File: config.mk
export PLATFORM = sky130hd
export DESIGN_NAME = rts_ctrl
export DESIGN_NICKNAME = d
export VERILOG_FILES = /design/src/sv/record_table_search_delete_top_assert.svh /design/src/sv/rts_pkg.sv /design/src/sv/rts_ctrl.sv
export SDC_FILE = /design/constraint.sdc
export NUM_CORES = 1
export LEC_CHECK = 0
export BUFFER_PORTS_ARGS = -buffer_cell sky130_fd_sc_hd__clkbuf_2
export CORE_UTILIZATION = 56
export DETAILED_ROUTE_END_ITERATION = 6
export GPL_TIMING_DRIVEN = 0
export PLACE_DENSITY = 0.85
export SYNTH_ARGS = -nofsm -noshare
export SYNTH_HDL_FRONTEND = slang
export SYNTH_SLANG_ARGS = --single-unit
File: constraint.sdc
create_clock -name clock -period 11.69 [get_ports clock]
set_input_delay 0.5845 -clock clock [delete_from_list [all_inputs] [get_ports clock]]
set_output_delay 0.5845 -clock clock [all_outputs]
set_load 0.03 [all_outputs]
File: src/sv/record_table_search_delete_top_assert.svh
// ----------------------------------------------------------------------------
// Assertion macros for the record table
// Implication checks on a single clock, disabled while reset is high.
// ----------------------------------------------------------------------------
`ifndef RECORD_TABLE_SEARCH_DELETE_TOP_ASSERT_SVH
`define RECORD_TABLE_SEARCH_DELETE_TOP_ASSERT_SVH

// same-cycle implication
`define RTS_ASSERT_NOW(lbl, clk, rst, ante, cons) \
   lbl: assert property (@(posedge clk) disable iff (rst) (ante) |-> (cons)) \
      else $error("record table check failed");

// next-cycle implication
`define RTS_ASSERT_NEXT(lbl, clk, rst, ante, cons) \
   lbl: assert property (@(posedge clk) disable iff (rst) (ante) |=> (cons)) \
      else $error("record table check failed");

`endif

File: src/sv/rts_pkg.sv
// ----------------------------------------------------------------------------
// rts_pkg
// Shared types and codes for the record table search/delete block.
// ----------------------------------------------------------------------------
package rts_pkg;

   localparam int TABLE_DEPTH_DEF = 128;
   localparam int KEY_W   = 32;
   localparam int SCORE_W = 10;
   localparam int CMD_W   = 2;
   localparam int STAT_W  = 2;
   localparam int COUNT_W = 8;

   localparam logic [CMD_W-1:0] CMD_INSERT = 2'd0;
   localparam logic [CMD_W-1:0] CMD_SEARCH = 2'd1;
   localparam logic [CMD_W-1:0] CMD_DELETE = 2'd2;

   typedef enum logic [STAT_W-1:0] {
      ST_OK    = 2'd0,
      ST_MISS  = 2'd1,
      ST_FULL  = 2'd2,
      ST_EMPTY = 2'd3
   } status_type;

   typedef struct packed {
      logic [KEY_W-1:0]   key;
      logic [SCORE_W-1:0] a;
      logic [SCORE_W-1:0] b;
      logic [SCORE_W-1:0] c;
   } rec_type;

   typedef enum logic [1:0] {
      S_IDLE,
      S_SEARCH,
      S_SHIFT,
      S_OUT
   } state_type;

endpackage

File: src/sv/rts_ctrl.sv
// ----------------------------------------------------------------------------
// rts_ctrl
// Command sequencer: insert, linear search and shift-down delete over the
// record memory, plus the result register.
// ----------------------------------------------------------------------------
module rts_ctrl #(
   parameter int TABLE_DEPTH = rts_pkg::TABLE_DEPTH_DEF
) (
   input  logic                           clock,
   input  logic                           reset,
   input  logic                           req_valid,
   output logic                           req_stall,
   input  logic [rts_pkg::CMD_W-1:0]      req_cmd,
   input  logic [rts_pkg::KEY_W-1:0]      req_key,
   input  logic [rts_pkg::SCORE_W-1:0]    req_score_a,
   input  logic [rts_pkg::SCORE_W-1:0]    req_score_b,
   input  logic [rts_pkg::SCORE_W-1:0]    req_score_c,
   output logic                           rsp_valid,
   input  logic                           rsp_stall,
   output rts_pkg::status_type            rsp_status,
   output rts_pkg::rec_type               rsp_rec,
   output logic [rts_pkg::COUNT_W-1:0]    rsp_count,
   output logic                           mem_wr_en,
   output logic [$clog2(TABLE_DEPTH)-1:0] mem_wr_addr,
   output rts_pkg::rec_type               mem_wr_data,
   output logic                           mem_rd_en,
   output logic [$clog2(TABLE_DEPTH)-1:0] mem_rd_addr,
   input  rts_pkg::rec_type               mem_rd_data
);
   import rts_pkg::*;

   localparam int IDX_W = $clog2(TABLE_DEPTH);
   localparam int CNT_W = $clog2(TABLE_DEPTH + 1);

   // zero every byte after the first zero byte
   function automatic logic [KEY_W-1:0] trim_key(input logic [KEY_W-1:0] k);
      logic [KEY_W-1:0] r;
      logic             live;
      r    = '0;
      live = 1'b1;
      for (int b = KEY_W/8 - 1; b >= 0; b--) begin
         if (k[8*b +: 8] == 8'h00) live = 1'b0;
         if (live) r[8*b +: 8] = k[8*b +: 8];
      end
      return r;
   endfunction

   // ASCII upper case to lower case, byte by byte
   function automatic logic [KEY_W-1:0] fold_key(input logic [KEY_W-1:0] k);
      logic [KEY_W-1:0] r;
      r = k;
      for (int b = 0; b < KEY_W/8; b++) begin
         if (k[8*b +: 8] >= 8'h41 && k[8*b +: 8] <= 8'h5A) begin
            r[8*b +: 8] = k[8*b +: 8] + 8'h20;
         end
      end
      return r;
   endfunction

   state_type          state_ff, state_in;
   logic [IDX_W-1:0]   idx_ff, idx_in;
   logic [CNT_W-1:0]   count_ff, count_in;
   logic [KEY_W-1:0]   key_ff, key_in;
   logic               del_ff, del_in;
   status_type         res_status_ff, res_status_in;
   rec_type            res_rec_ff, res_rec_in;
   logic               rsp_valid_ff, rsp_valid_in;
   status_type         rsp_status_ff, rsp_status_in;
   rec_type            rsp_rec_ff, rsp_rec_in;
   logic [CNT_W-1:0]   rsp_cnt_ff, rsp_cnt_in;

   logic               accept;
   logic [KEY_W-1:0]   req_key_trim;
   logic [CNT_W-1:0]   idx_p1;
   logic [CNT_W-1:0]   idx_p2;
   logic               hit;
   logic               full;
   logic [CNT_W+COUNT_W-1:0] cnt_ext;

   assign req_stall    = reset || (state_ff != S_IDLE);
   assign accept       = req_valid && !req_stall;
   assign req_key_trim = trim_key(req_key);
   assign idx_p1       = CNT_W'(idx_ff) + CNT_W'(1);
   assign idx_p2       = CNT_W'(idx_ff) + CNT_W'(2);
   assign hit          = (fold_key(mem_rd_data.key) == fold_key(key_ff));
   assign full         = (count_ff == CNT_W'(TABLE_DEPTH));

   always_ff @(posedge clock) begin
      if (reset) begin
         state_ff     <= S_IDLE;
         count_ff     <= '0;
         rsp_valid_ff <= 1'b0;
      end else begin
         state_ff     <= state_in;
         count_ff     <= count_in;
         rsp_valid_ff <= rsp_valid_in;
      end
   end

   always_ff @(posedge clock) begin
      idx_ff        <= idx_in;
      key_ff        <= key_in;
      del_ff        <= del_in;
      res_status_ff <= res_status_in;
      res_rec_ff    <= res_rec_in;
      rsp_status_ff <= rsp_status_in;
      rsp_rec_ff    <= rsp_rec_in;
      rsp_cnt_ff    <= rsp_cnt_in;
   end

   always_comb begin
      state_in      = state_ff;
      idx_in        = idx_ff;
      count_in      = count_ff;
      key_in        = key_ff;
      del_in        = del_ff;
      res_status_in = res_status_ff;
      res_rec_in    = res_rec_ff;
      rsp_valid_in  = rsp_valid_ff && rsp_stall;
      rsp_status_in = rsp_status_ff;
      rsp_rec_in    = rsp_rec_ff;
      rsp_cnt_in    = rsp_cnt_ff;
      mem_wr_en     = 1'b0;
      mem_wr_addr   = idx_ff;
      mem_wr_data   = mem_rd_data;
      mem_rd_en     = 1'b0;
      mem_rd_addr   = '0;

      unique case (state_ff)
         S_IDLE: begin
            if (accept) begin
               key_in     = req_key_trim;
               del_in     = (req_cmd == CMD_DELETE);
               idx_in     = '0;
               res_rec_in = '0;
               state_in   = S_OUT;
               unique case (req_cmd) inside
                  CMD_INSERT: begin
                     if (req_key_trim == '0) begin
                        res_status_in = ST_EMPTY;
                     end else if (full) begin
                        res_status_in = ST_FULL;
                     end else begin
                        mem_wr_en     = 1'b1;
                        mem_wr_addr   = count_ff[IDX_W-1:0];
                        mem_wr_data   = '{key: req_key_trim, a: req_score_a,
                                          b: req_score_b, c: req_score_c};
                        count_in      = count_ff + CNT_W'(1);
                        res_status_in = ST_OK;
                     end
                  end
                  CMD_SEARCH, CMD_DELETE: begin
                     if (req_key_trim == '0) begin
                        res_status_in = ST_EMPTY;
                     end else if (count_ff == '0) begin
                        res_status_in = ST_MISS;
                     end else begin
                        mem_rd_en   = 1'b1;
                        mem_rd_addr = '0;
                        state_in    = S_SEARCH;
                     end
                  end
                  default: begin
                     res_status_in = ST_MISS;
                  end
               endcase
            end
         end
         S_SEARCH: begin
            if (hit) begin
               res_rec_in    = mem_rd_data;
               res_status_in = ST_OK;
               if (del_ff) begin
                  if (idx_p1 < count_ff) begin
                     // fetch the successor; idx_ff stays as the write slot
                     mem_rd_en   = 1'b1;
                     mem_rd_addr = idx_p1[IDX_W-1:0];
                     state_in    = S_SHIFT;
                  end else begin
                     count_in = count_ff - CNT_W'(1);
                     state_in = S_OUT;
                  end
               end else begin
                  state_in = S_OUT;
               end
            end else if (idx_p1 < count_ff) begin
               mem_rd_en   = 1'b1;
               mem_rd_addr = idx_p1[IDX_W-1:0];
               idx_in      = idx_p1[IDX_W-1:0];
            end else begin
               res_status_in = ST_MISS;
               state_in      = S_OUT;
            end
         end
         S_SHIFT: begin
            // move entry idx+1 (read last cycle) down into idx
            mem_wr_en   = 1'b1;
            mem_wr_addr = idx_ff;
            mem_wr_data = mem_rd_data;
            if (idx_p2 < count_ff) begin
               mem_rd_en   = 1'b1;
               mem_rd_addr = idx_p2[IDX_W-1:0];
               idx_in      = idx_p1[IDX_W-1:0];
            end else begin
               count_in = count_ff - CNT_W'(1);
               state_in = S_OUT;
            end
         end
         S_OUT: begin
            if (!rsp_valid_ff || !rsp_stall) begin
               rsp_valid_in  = 1'b1;
               rsp_status_in = res_status_ff;
               rsp_rec_in    = res_rec_ff;
               rsp_cnt_in    = count_ff;
               state_in      = S_IDLE;
            end
         end
         default: begin
            state_in = S_IDLE;
         end
      endcase
   end

   assign cnt_ext    = {{COUNT_W{1'b0}}, rsp_cnt_ff};
   assign rsp_valid  = rsp_valid_ff;
   assign rsp_status = rsp_status_ff;
   assign rsp_rec    = rsp_rec_ff;
   assign rsp_count  = cnt_ext[COUNT_W-1:0];

endmodule

Word level (Yosys, flattened, before mapping)
Cells that the tools add are included.
{"block": "word_totals", "word_cells": 186, "ff_bits": 187, "output_inout_bits": 152, "in_bits": 130}
{"block": "op_classes", "muxes": 84, "n_addsub": 12, "eq_ne": 21, "order_cmp": 18, "reduce_logical": 34}
{"cell": "$mux W62", "n": 7}
{"cell": "$mux W8", "n": 20}
{"cell": "$pmux W62 S2", "n": 1}
{"cell": "$mux W7", "n": 13}
{"cell": "$add A8 B6 Y8 const B", "n": 8}
{"cell": "$ge A8 B7 Y1 const B", "n": 8}
{"cell": "$le A8 B7 Y1 const B", "n": 8}
{"cell": "$logic_not A8 Y1", "n": 5}
{"cell": "$eq A32 B32 Y1", "n": 1}
{"cell": "$logic_not A32 Y1", "n": 1}
{"cell": "$mux W2", "n": 16}
{"cell": "$ne A2 B2 Y1 const B", "n": 12}
{"cell": "$pmux W8 S3", "n": 1}
{"cell": "$pmux W7 S3", "n": 1}
{"cell": "$mux W1", "n": 19}
{"cell": "$lt A8 B8 Y1", "n": 2}
{"cell": "$pmux W7 S2", "n": 1}
{"cell": "$logic_and A1 B1 Y1", "n": 10}
{"cell": "$reduce_and A9 Y1", "n": 1}
{"cell": "$add A7 B1 Y8 const B", "n": 1}
{"cell": "$add A7 B2 Y8 const B", "n": 1}
{"cell": "$add A8 B1 Y8 const B", "n": 1}
{"cell": "$eq A8 B8 Y1 const B", "n": 1}
{"cell": "$pmux W2 S2", "n": 2}
{"cell": "18 further kinds", "n": 28}

Longest topological paths before layout
Gate-level depths: netlist of the first run.
{"block": "depth", "ltp_word": 11, "ltp_mapped": 13, "depth_no_buf": 12}

Worst setup path before layout of the first run
No wires, ideal clock.
{"block": "synth_timing", "kind": "register to register", "from": "reg state_ff[0]", "to": "reg rsp_cnt_ff[0], in the netlist rsp_count[0], enable pin", "path_slack_ps": 5176, "synth_period_minus_slack_ps": 6514, "arrival_time_ps": 5902, "path_stages_with_launch": 3, "setup_time_ps": 612, "cell_sequence": "dfxtp_1 ha_1 a21boi_0"}
{"block": "synth_between", "elab_chain_len": 2}
{"element": "start: declaration", "line_no": "rts_ctrl.sv:60", "source": "state_type state_ff, state_in;"}
{"element": "start signal: assignment", "line_no": "rts_ctrl.sv:94", "source": "state_ff <= state_in;"}
{"element": "$eq A2 B2 Y1", "line_no": "rts_ctrl.sv:129", "source": "unique case (state_ff)"}
{"element": "$reduce_and A2 Y1 (no line)"}
{"element": "end signal: assignment", "line_no": "rts_ctrl.sv:108", "source": "rsp_cnt_ff <= rsp_cnt_in;"}
{"element": "end: declaration", "line_no": "rts_ctrl.sv:70", "source": "logic [CNT_W-1:0] rsp_cnt_ff, rsp_cnt_in;"}
No other way between the ends.
A chain may end at the register's enable or synchronous reset.

Final worst setup path of the first run
{"block": "layout_timing", "from": "reg idx_ff[1]", "to": "out mem_rd_en"}
{"block": "layout_between", "elab_chain_len": 6}
{"element": "start: declaration", "line_no": "rts_ctrl.sv:61", "source": "logic [IDX_W-1:0] idx_ff, idx_in;"}
{"element": "start signal: assignment", "line_no": "rts_ctrl.sv:101", "source": "idx_ff <= idx_in;"}
{"element": "$add A7 B1 Y8 (*)", "line_no": "rts_ctrl.sv:83", "source": "assign idx_p1 = CNT_W'(idx_ff) + CNT_W'(1);"}
{"element": "via idx_p1[5]", "line_no": "rts_ctrl.sv:74", "source": "logic [CNT_W-1:0] idx_p1;"}
{"element": "$lt A8 B8 Y1 (*)", "line_no": "rts_ctrl.sv:174, rts_ctrl.sv:186"}
{"element": "$mux W1 (*)", "line_no": "rts_ctrl.sv:174, rts_ctrl.sv:186"}
{"element": "$mux W1", "line_no": "rts_ctrl.sv:173", "source": "if (del_ff) begin"}
{"element": "$mux W1 (*)", "line_no": "rts_ctrl.sv:170", "source": "if (hit) begin"}
{"element": "$pmux W1 S3 (*)", "line_no": "rts_ctrl.sv:129"}
{"element": "end: declaration", "line_no": "rts_ctrl.sv:26", "source": "output logic mem_rd_en,"}
The timed path passes the listed nets; every way through them passes the cells marked *.

==> impl_metrics.py, run 1 <==
metrics = {
    "status": {
        "status": "finished, final reports clean",
    },
    "synthesis": {
        "synth_top_area_cell": "edfxtp_1",
        "yosysSeqAreaShare": 0.573,
        "postSynthCellCount": 759,
        "synthArstFlopShare": 0,
        "syn_nets": 927,
        "syn_avg_cell_area_um2": 12.7,
        "synth_top_cell_area_share": 0.550,
        "synth-seq-cells": 187,
        "synth_edf_count": 176,
        "synthFlopType": "edfxtp_1",
        "yosysWarnings": 0,
        "yosys-top-cells-area": "edfxtp_1 55%, mux2_2 7.3%, and2_1 5.2%",
        "yosysUniqueCellTypes": 73,
        "mappedNetlistArea_um2": 9610,
    },
    "floorplan": {
        "die_width_um": 133,
        "start_util": 0.577,
        "coreArea_um2": 16600,
        "ios": 282,
        "die_h_um": 133,
        "rows": 47,
        "die_area_um2": 17700,
    },
    "sta": {
        "max_freq_mhz": 202,
        "slew_headroom": 0.374,
        "fin_skew_ns": 0.0150,
        "finalSetupTns_ns": 0,
        "timing.hold.ws_ns": 0.411,
        "worst_pin_slew_ns": 0.933,
        "finalHoldViolCount": 0,
        "rsz0062_at_grt": "no",
        "drv_slew": 0,
        "setup_viol_count_final": 0,
        "finalCritPeriodShare": 0.423,
        "period_needed_ns": 4.94,
    },
    "pwr": {
        "seqPwrFrac": 0.391,
        "swShare": 0.391,
        "power.net_switching_w": 0.000995,
        "powerDensity_nw_per_um2": 212,
        "internal-power_w": 0.00155,
        "leakage_nw": 4.99,
        "peakVddDrop_v": 0.000154,
        "pwr-share-comb": 0.373,
        "p_clk_frac": 0.236,
    },
    "routing": {
        "antenna_left": 0,
        "drt_first_pass_iters": 5,
        "viasPerCell": 5.67,
        "routed_wl_um": 24600,
        "drc": 0,
        "top_layer": "met4",
        "wl_met2_um": 12400,
        "drtIter0Drc": 526,
        "wl_met1_um": 9930,
        "wl_per_cell_um": 19.0,
        "vias": 7346,
        "wl_met3_um": 1670,
    },
    "clocking": {
        "clockBufferDepth": 2,
        "cts.reportedPaths.clkPinSlew_ns": 0.08,
        "cts_tree": "yes",
        "clk_latency_ns": 0.44,
        "cts_sinks": 187,
        "h-tree-depth": 4,
        "postCtsSetupBuffers": 0,
        "clockRootBuffer": "clkbuf_16",
        "cts-resized-gates": 0,
        "postCtsHoldBufs": 0,
        "numCtsBuffers": 17,
    },
    "cells_and_area": {
        "layout-drive-gt1-share": 0.371,
        "finalNetCount": 1230,
        "final_common_cell": "clkbuf_2",
        "layout-area-overhead-vs-synth_pct": 24.9,
        "fillers": 1150,
        "multi_input_area_um2": 3870,
        "register_area_um2": 5510,
        "num_antenna_cells": 0,
        "layout_common_cells": "281 x clkbuf_2, 176 x edfxtp_1, 80 x and2_1, 62 x mux2_2, 46 x nand2_1",
    },
    "place": {
        "io_buffers": 281,
        "gp_congestion": 0.892,
        "dp.final_hpwl_um": 18400,
    },
    "flow_run": {
        "drv_cap": 0,
    },
    "global_route": {
        "track_usage": 0.282,
        "grt_pass1_vias": 7054,
        "grt_remaining_overflow": 0,
        "grt_first_pass_wirelength_um": 37300,
        "antenna_found_initial": 0,
        "grt_max_degree": 63,
    },
    "critical_path": {
        "crit_fanout": 10,
        "cp-start-kind": "register",
        "cp-end-kind": "primary output",
        "cp.required_ns": 11.11,
        "path_class": "register to primary output",
        "arrival_ns": 4.36,
    },
    "hold_path": {
        "hp-class": "register to register",
    },
}
-- layer usage --
layer  track usage  vias to the layer above
met1         0.360                     3509
met5             0                        -
li1              -                     3429
met4         0.112                        0
met3        0.0471                       47
met2         0.480                      361
-- power by group through the flow --
stage          sequential (W)  clock, W  combinational [W]
2_1_floorplan         0.00102         0           0.000634
4_1_cts              0.000993  0.000603           0.000939
3_3_place_gp          0.00102         0           0.000904
6_report             0.000994  0.000600           0.000949
3_5_place_dp          0.00101         0           0.000930
5_1_grt               0.00101  0.000626            0.00103
-- stage by stage --
| step | instance area [µm²] | utilization | worst slack (ns) | std cells | power, W |
|---|---|---|---|---|---|
| final | 12000 | 0.721 | 6.75 | 1295 | 0.00254 |
| after global routing | 12000 | 0.721 | 6.55 | 1295 | 0.00267 |
| after CTS | 12000 | 0.720 | 6.92 | 1294 | 0.00254 |
| after detailed placement | 11300 | 0.682 | 7.36 | 1262 | 0.00194 |
| after global placement | 11300 | 0.678 | 2.60 | 1260 | 0.00192 |
| after floorplan | 9610 | - | 5.18 | 759 | 0.00166 |
-- layout make-up --
cell class	count	share of cell area
flip-flops and latches	187	0.459
well taps	220	0.0229
inverters	37	0.0116
clock buffers	17	0.0354
repair buffers	284	0.123
plain buffers	30	0.00938
clock inverters	15	0.0169
multi-input cells	505	0.322
-- kinds of logic after synthesis --
logic type,after synthesis,share of synthesized area
simple gates,241,0.138
mux,70,0.0811
buf+inv,67,0.0262
fa+ha+maj,38,0.0503
flops,187,0.573
xor+xnor,50,0.0470
compound gates,106,0.0840
-- critical path, cell delays in order (launching register included) --
cell and delay, ns:
edfxtp_1 0.53, ha_1 0.30, nand4_1 0.13, xnor2_1 0.25, ha_1 0.29, a21o_1 0.17, a21oi_1 0.14, nor2b_1 0.06
a211oi_1 0.77, nand2_1 0.15, clkbuf_1 0.30, or2_2 0.35, o22ai_1 0.23, clkbuf_2 0.26
-- synth_stat cells, types with 4 or more instances --
master and number:
a21o_1 5, nor3_1 13, a21oi_1 22, mux2i_1 7
nor2_1 33, nand4_1 6, xnor2_1 27, or4_1 8
nand3_1 15, o21a_1 4, a21boi_0 5, a22o_1 7
inv_1 36, nand2_1 46, mux2_2 62, buf_1 8
dfxtp_1 11, ha_1 37, edfxtp_1 176, o21ai_0 13
and2_1 80, o21bai_2 4, clkbuf_1 22, o41ai_1 6
nor4_1 17, xor2_1 22
-- state kept, by name, indices dropped and copies added (netlist names) --
name and count:
count_ff 8, del_ff 1, idx_ff 7, key_ff 32, res_rec_ff 62, res_status_ff 2, rsp_count 8, rsp_rec 62
rsp_status 2, rsp_valid 1, state_ff 2
-- final timing paths --
kind	startpoint	to	slack, ns	cells after the start
setup / recovery	idx_ff[1]	mem_rd_en	6.75	13
hold / removal	res_rec_ff[48]	rsp_rec[48]	0.41	0
setup reg to reg	idx_ff[1]	count_ff[0]	7.68	12
hold reg to reg	res_rec_ff[48]	rsp_rec[48]	0.41	0
No activity file was read; power rests on OpenSTA's default activity.
==> run 2, diff against run 1 <==
- CORE_UTILIZATION: 56 -> 52
- PLACE_DENSITY: 0.85 -> 0.8
- clock period: 11.69 -> 4.8 ns (I/O delays scaled with it)
==> run 2 against run 1 <==
Net effect: sequential power rose by 140%; core utilization shrank 5.8 points; sequential cell count unchanged; combinational power increased by 140%; via count is 1.3% lower; global-route usage decreased by 2.4 points; cell area fell by 0.35%; critical path type unchanged; largest power group unchanged.
==> impl_metrics.py, run 2 (same netlist as run 1, synthesis figures left out) <==
metrics = {
    "status": {
        "status": "finished, final reports clean",
    },
    "cells_and_area": {
        "final_common_cell": "clkbuf_2",
        "layout-drive-gt1-share": 0.369,
        "fillers": 1374,
        "layout-area-overhead-vs-synth_pct": 24.5,
        "register_area_um2": 5510,
        "multi_input_area_um2": 3870,
        "finalNetCount": 1230,
        "instances_no_fill": 1304,
        "layout_common_cells": "281 x clkbuf_2, 176 x edfxtp_1, 80 x and2_1, 62 x mux2_2, 46 x nand2_1",
        "final_util": 0.664,
        "design_area_um2": 12000,
        "num_antenna_cells": 0,
    },
    "global_route": {
        "grt_first_pass_wirelength_um": 36100,
        "grt_max_degree": 63,
        "grt_remaining_overflow": 0,
        "antenna_found_initial": 0,
        "track_usage": 0.258,
        "grt_pass1_vias": 6676,
    },
    "hold_path": {
        "hp-class": "input port to register",
        "min_path_cells": 2,
        "hold_start": "mem_rd_data[1]",
        "hold_path_end": "res_rec_ff[1]",
    },
    "floorplan": {
        "coreArea_um2": 18000,
        "rows": 49,
        "die_width_um": 138,
        "die_area_um2": 19000,
        "ios": 282,
        "start_util": 0.533,
        "die_h_um": 138,
    },
    "routing": {
        "wl_per_cell_um": 18.8,
        "drtIter0Drc": 562,
        "drt_first_pass_iters": 5,
        "vias": 7252,
        "drc": 0,
        "antenna_left": 0,
        "viasPerCell": 5.56,
        "routed_wl_um": 24600,
    },
    "pwr": {
        "peakVddDrop_v": 0.000271,
        "leakage_nw": 4.97,
        "powerDensity_nw_per_um2": 510,
    },
    "critical_path": {
        "rrSetupSlack_ns": 0.78,
        "cp-start-kind": "register",
        "arrival_ns": 4.25,
        "crit_fanout": 10,
        "path_class": "register to primary output",
        "r2r-end": "count_ff[0]",
        "cp-end-kind": "primary output",
        "r2r-start": "idx_ff[1]",
        "cp.required_ns": 4.56,
        "ff2ff_path_depth": 12,
    },
    "sta": {
        "timing.hold.ws_ns": 0.111,
        "finalCritPeriodShare": 0.934,
        "setup_viol_count_final": 0,
        "fin_ws_ns": 0.315,
        "drv_slew": 0,
        "max_freq_mhz": 223,
        "rsz0062_at_grt": "no",
        "finalHoldViolCount": 0,
        "period_needed_ns": 4.49,
        "worst_pin_slew_ns": 0.911,
        "slew_headroom": 0.387,
        "fin_skew_ns": 0.0110,
    },
    "place": {
        "placed_cell_area_um2": 11400,
        "gp_congestion": 0.875,
        "pre_cts_slack_ns": 0.836,
        "dp.final_hpwl_um": 18600,
        "io_buffers": 281,
        "dpl.cell_count": 1271,
    },
    "clocking": {
        "postCtsSetupBuffers": 0,
        "cts-resized-gates": 0,
        "cts_tree": "yes",
        "h-tree-depth": 4,
        "clk_latency_ns": 0.43,
        "postCtsHoldBufs": 0,
        "cts.reportedPaths.clkPinSlew_ns": 0.07,
        "numCtsBuffers": 17,
        "clockRootBuffer": "clkbuf_16",
        "clockBufferDepth": 2,
        "cts_sinks": 187,
    },
    "flow_run": {
        "drv_cap": 0,
    },
}
## run 2: changes by cell type in the layout (fill, tap and decap cells not counted)
cell / delta
clkinv_4: +2
clkbuf_1: +1
inv_12: -4
inv_1: -1
inv_6: +2
clkinv_8: -3
clkinv_1: +2
bufinv_16: +1
buf_16: -1
buf_8: +1
## run 2: layout make-up
type,instances,share of cell area
Clock buffer,18,0.0359
Tap cell,229,0.0240
Timing Repair Buffer,284,0.122
Clock inverter,14,0.0132
Buffer,30,0.00941
Inverter,37,0.0116
Multi-Input combinational cell,505,0.324
Sequential cell,187,0.460
## run 2: worst max-delay path, stage by stage, from the launching register on
cell      delay [ns]
edfxtp_1        0.51
ha_1            0.29
nand4_1         0.13
xnor2_1         0.29
ha_1            0.32
a21o_1          0.17
a21oi_1         0.14
nor2b_1         0.06
a211oi_1        0.72
nand2_1         0.13
clkbuf_1        0.29
or2_2           0.34
o22ai_1         0.18
clkbuf_2        0.25
## run 2: how the worst max path moves through the flow
stage | cells past startpoint | endpoint | slack, ns | start
after floorplan | 2 | rsp_count[0] | 0.17 | state_ff[0]
after global placement | 2 | rsp_rec[34] | -1.72 | state_ff[0]
after detailed placement | 12 | count_ff[0] | 0.84 | idx_ff[1]
after CTS | 13 | mem_rd_en | 0.39 | idx_ff[1]
after global routing | 13 | mem_rd_en | 0.20 | idx_ff[1]
final | 13 | mem_rd_en | 0.31 | idx_ff[1]
## run 2: power by group
| part | internal [W] | total (W) | switching (W) | leakage [nW] |
|---|---|---|---|---|
| Combinational | 0.000811 | 0.00229 | 0.00148 | 2.95 |
| Sequential | 0.00223 | 0.00242 | 0.000186 | 1.73 |
| Clock | 0.000738 | 0.00139 | 0.000649 | 0.283 |
| Total | 0.00378 | 0.00610 | 0.00232 | 4.97 |
## run 2: routing by layer
metal  vias up  global-route usage  share of wire
met4         0              0.0839          0.019
met1      3503               0.338           0.42
met3        33              0.0439          0.064
met5         -                   0              0
met2       285               0.436           0.50
li1       3431                   -              -
## run 2: stage by stage
step           total power [W]  setup TNS, ns
5_1_grt                0.00644              0
2_1_floorplan          0.00403              0
3_5_place_dp           0.00472              0
3_3_place_gp           0.00468        -138.23
4_1_cts                0.00611              0
6_report               0.00610              0
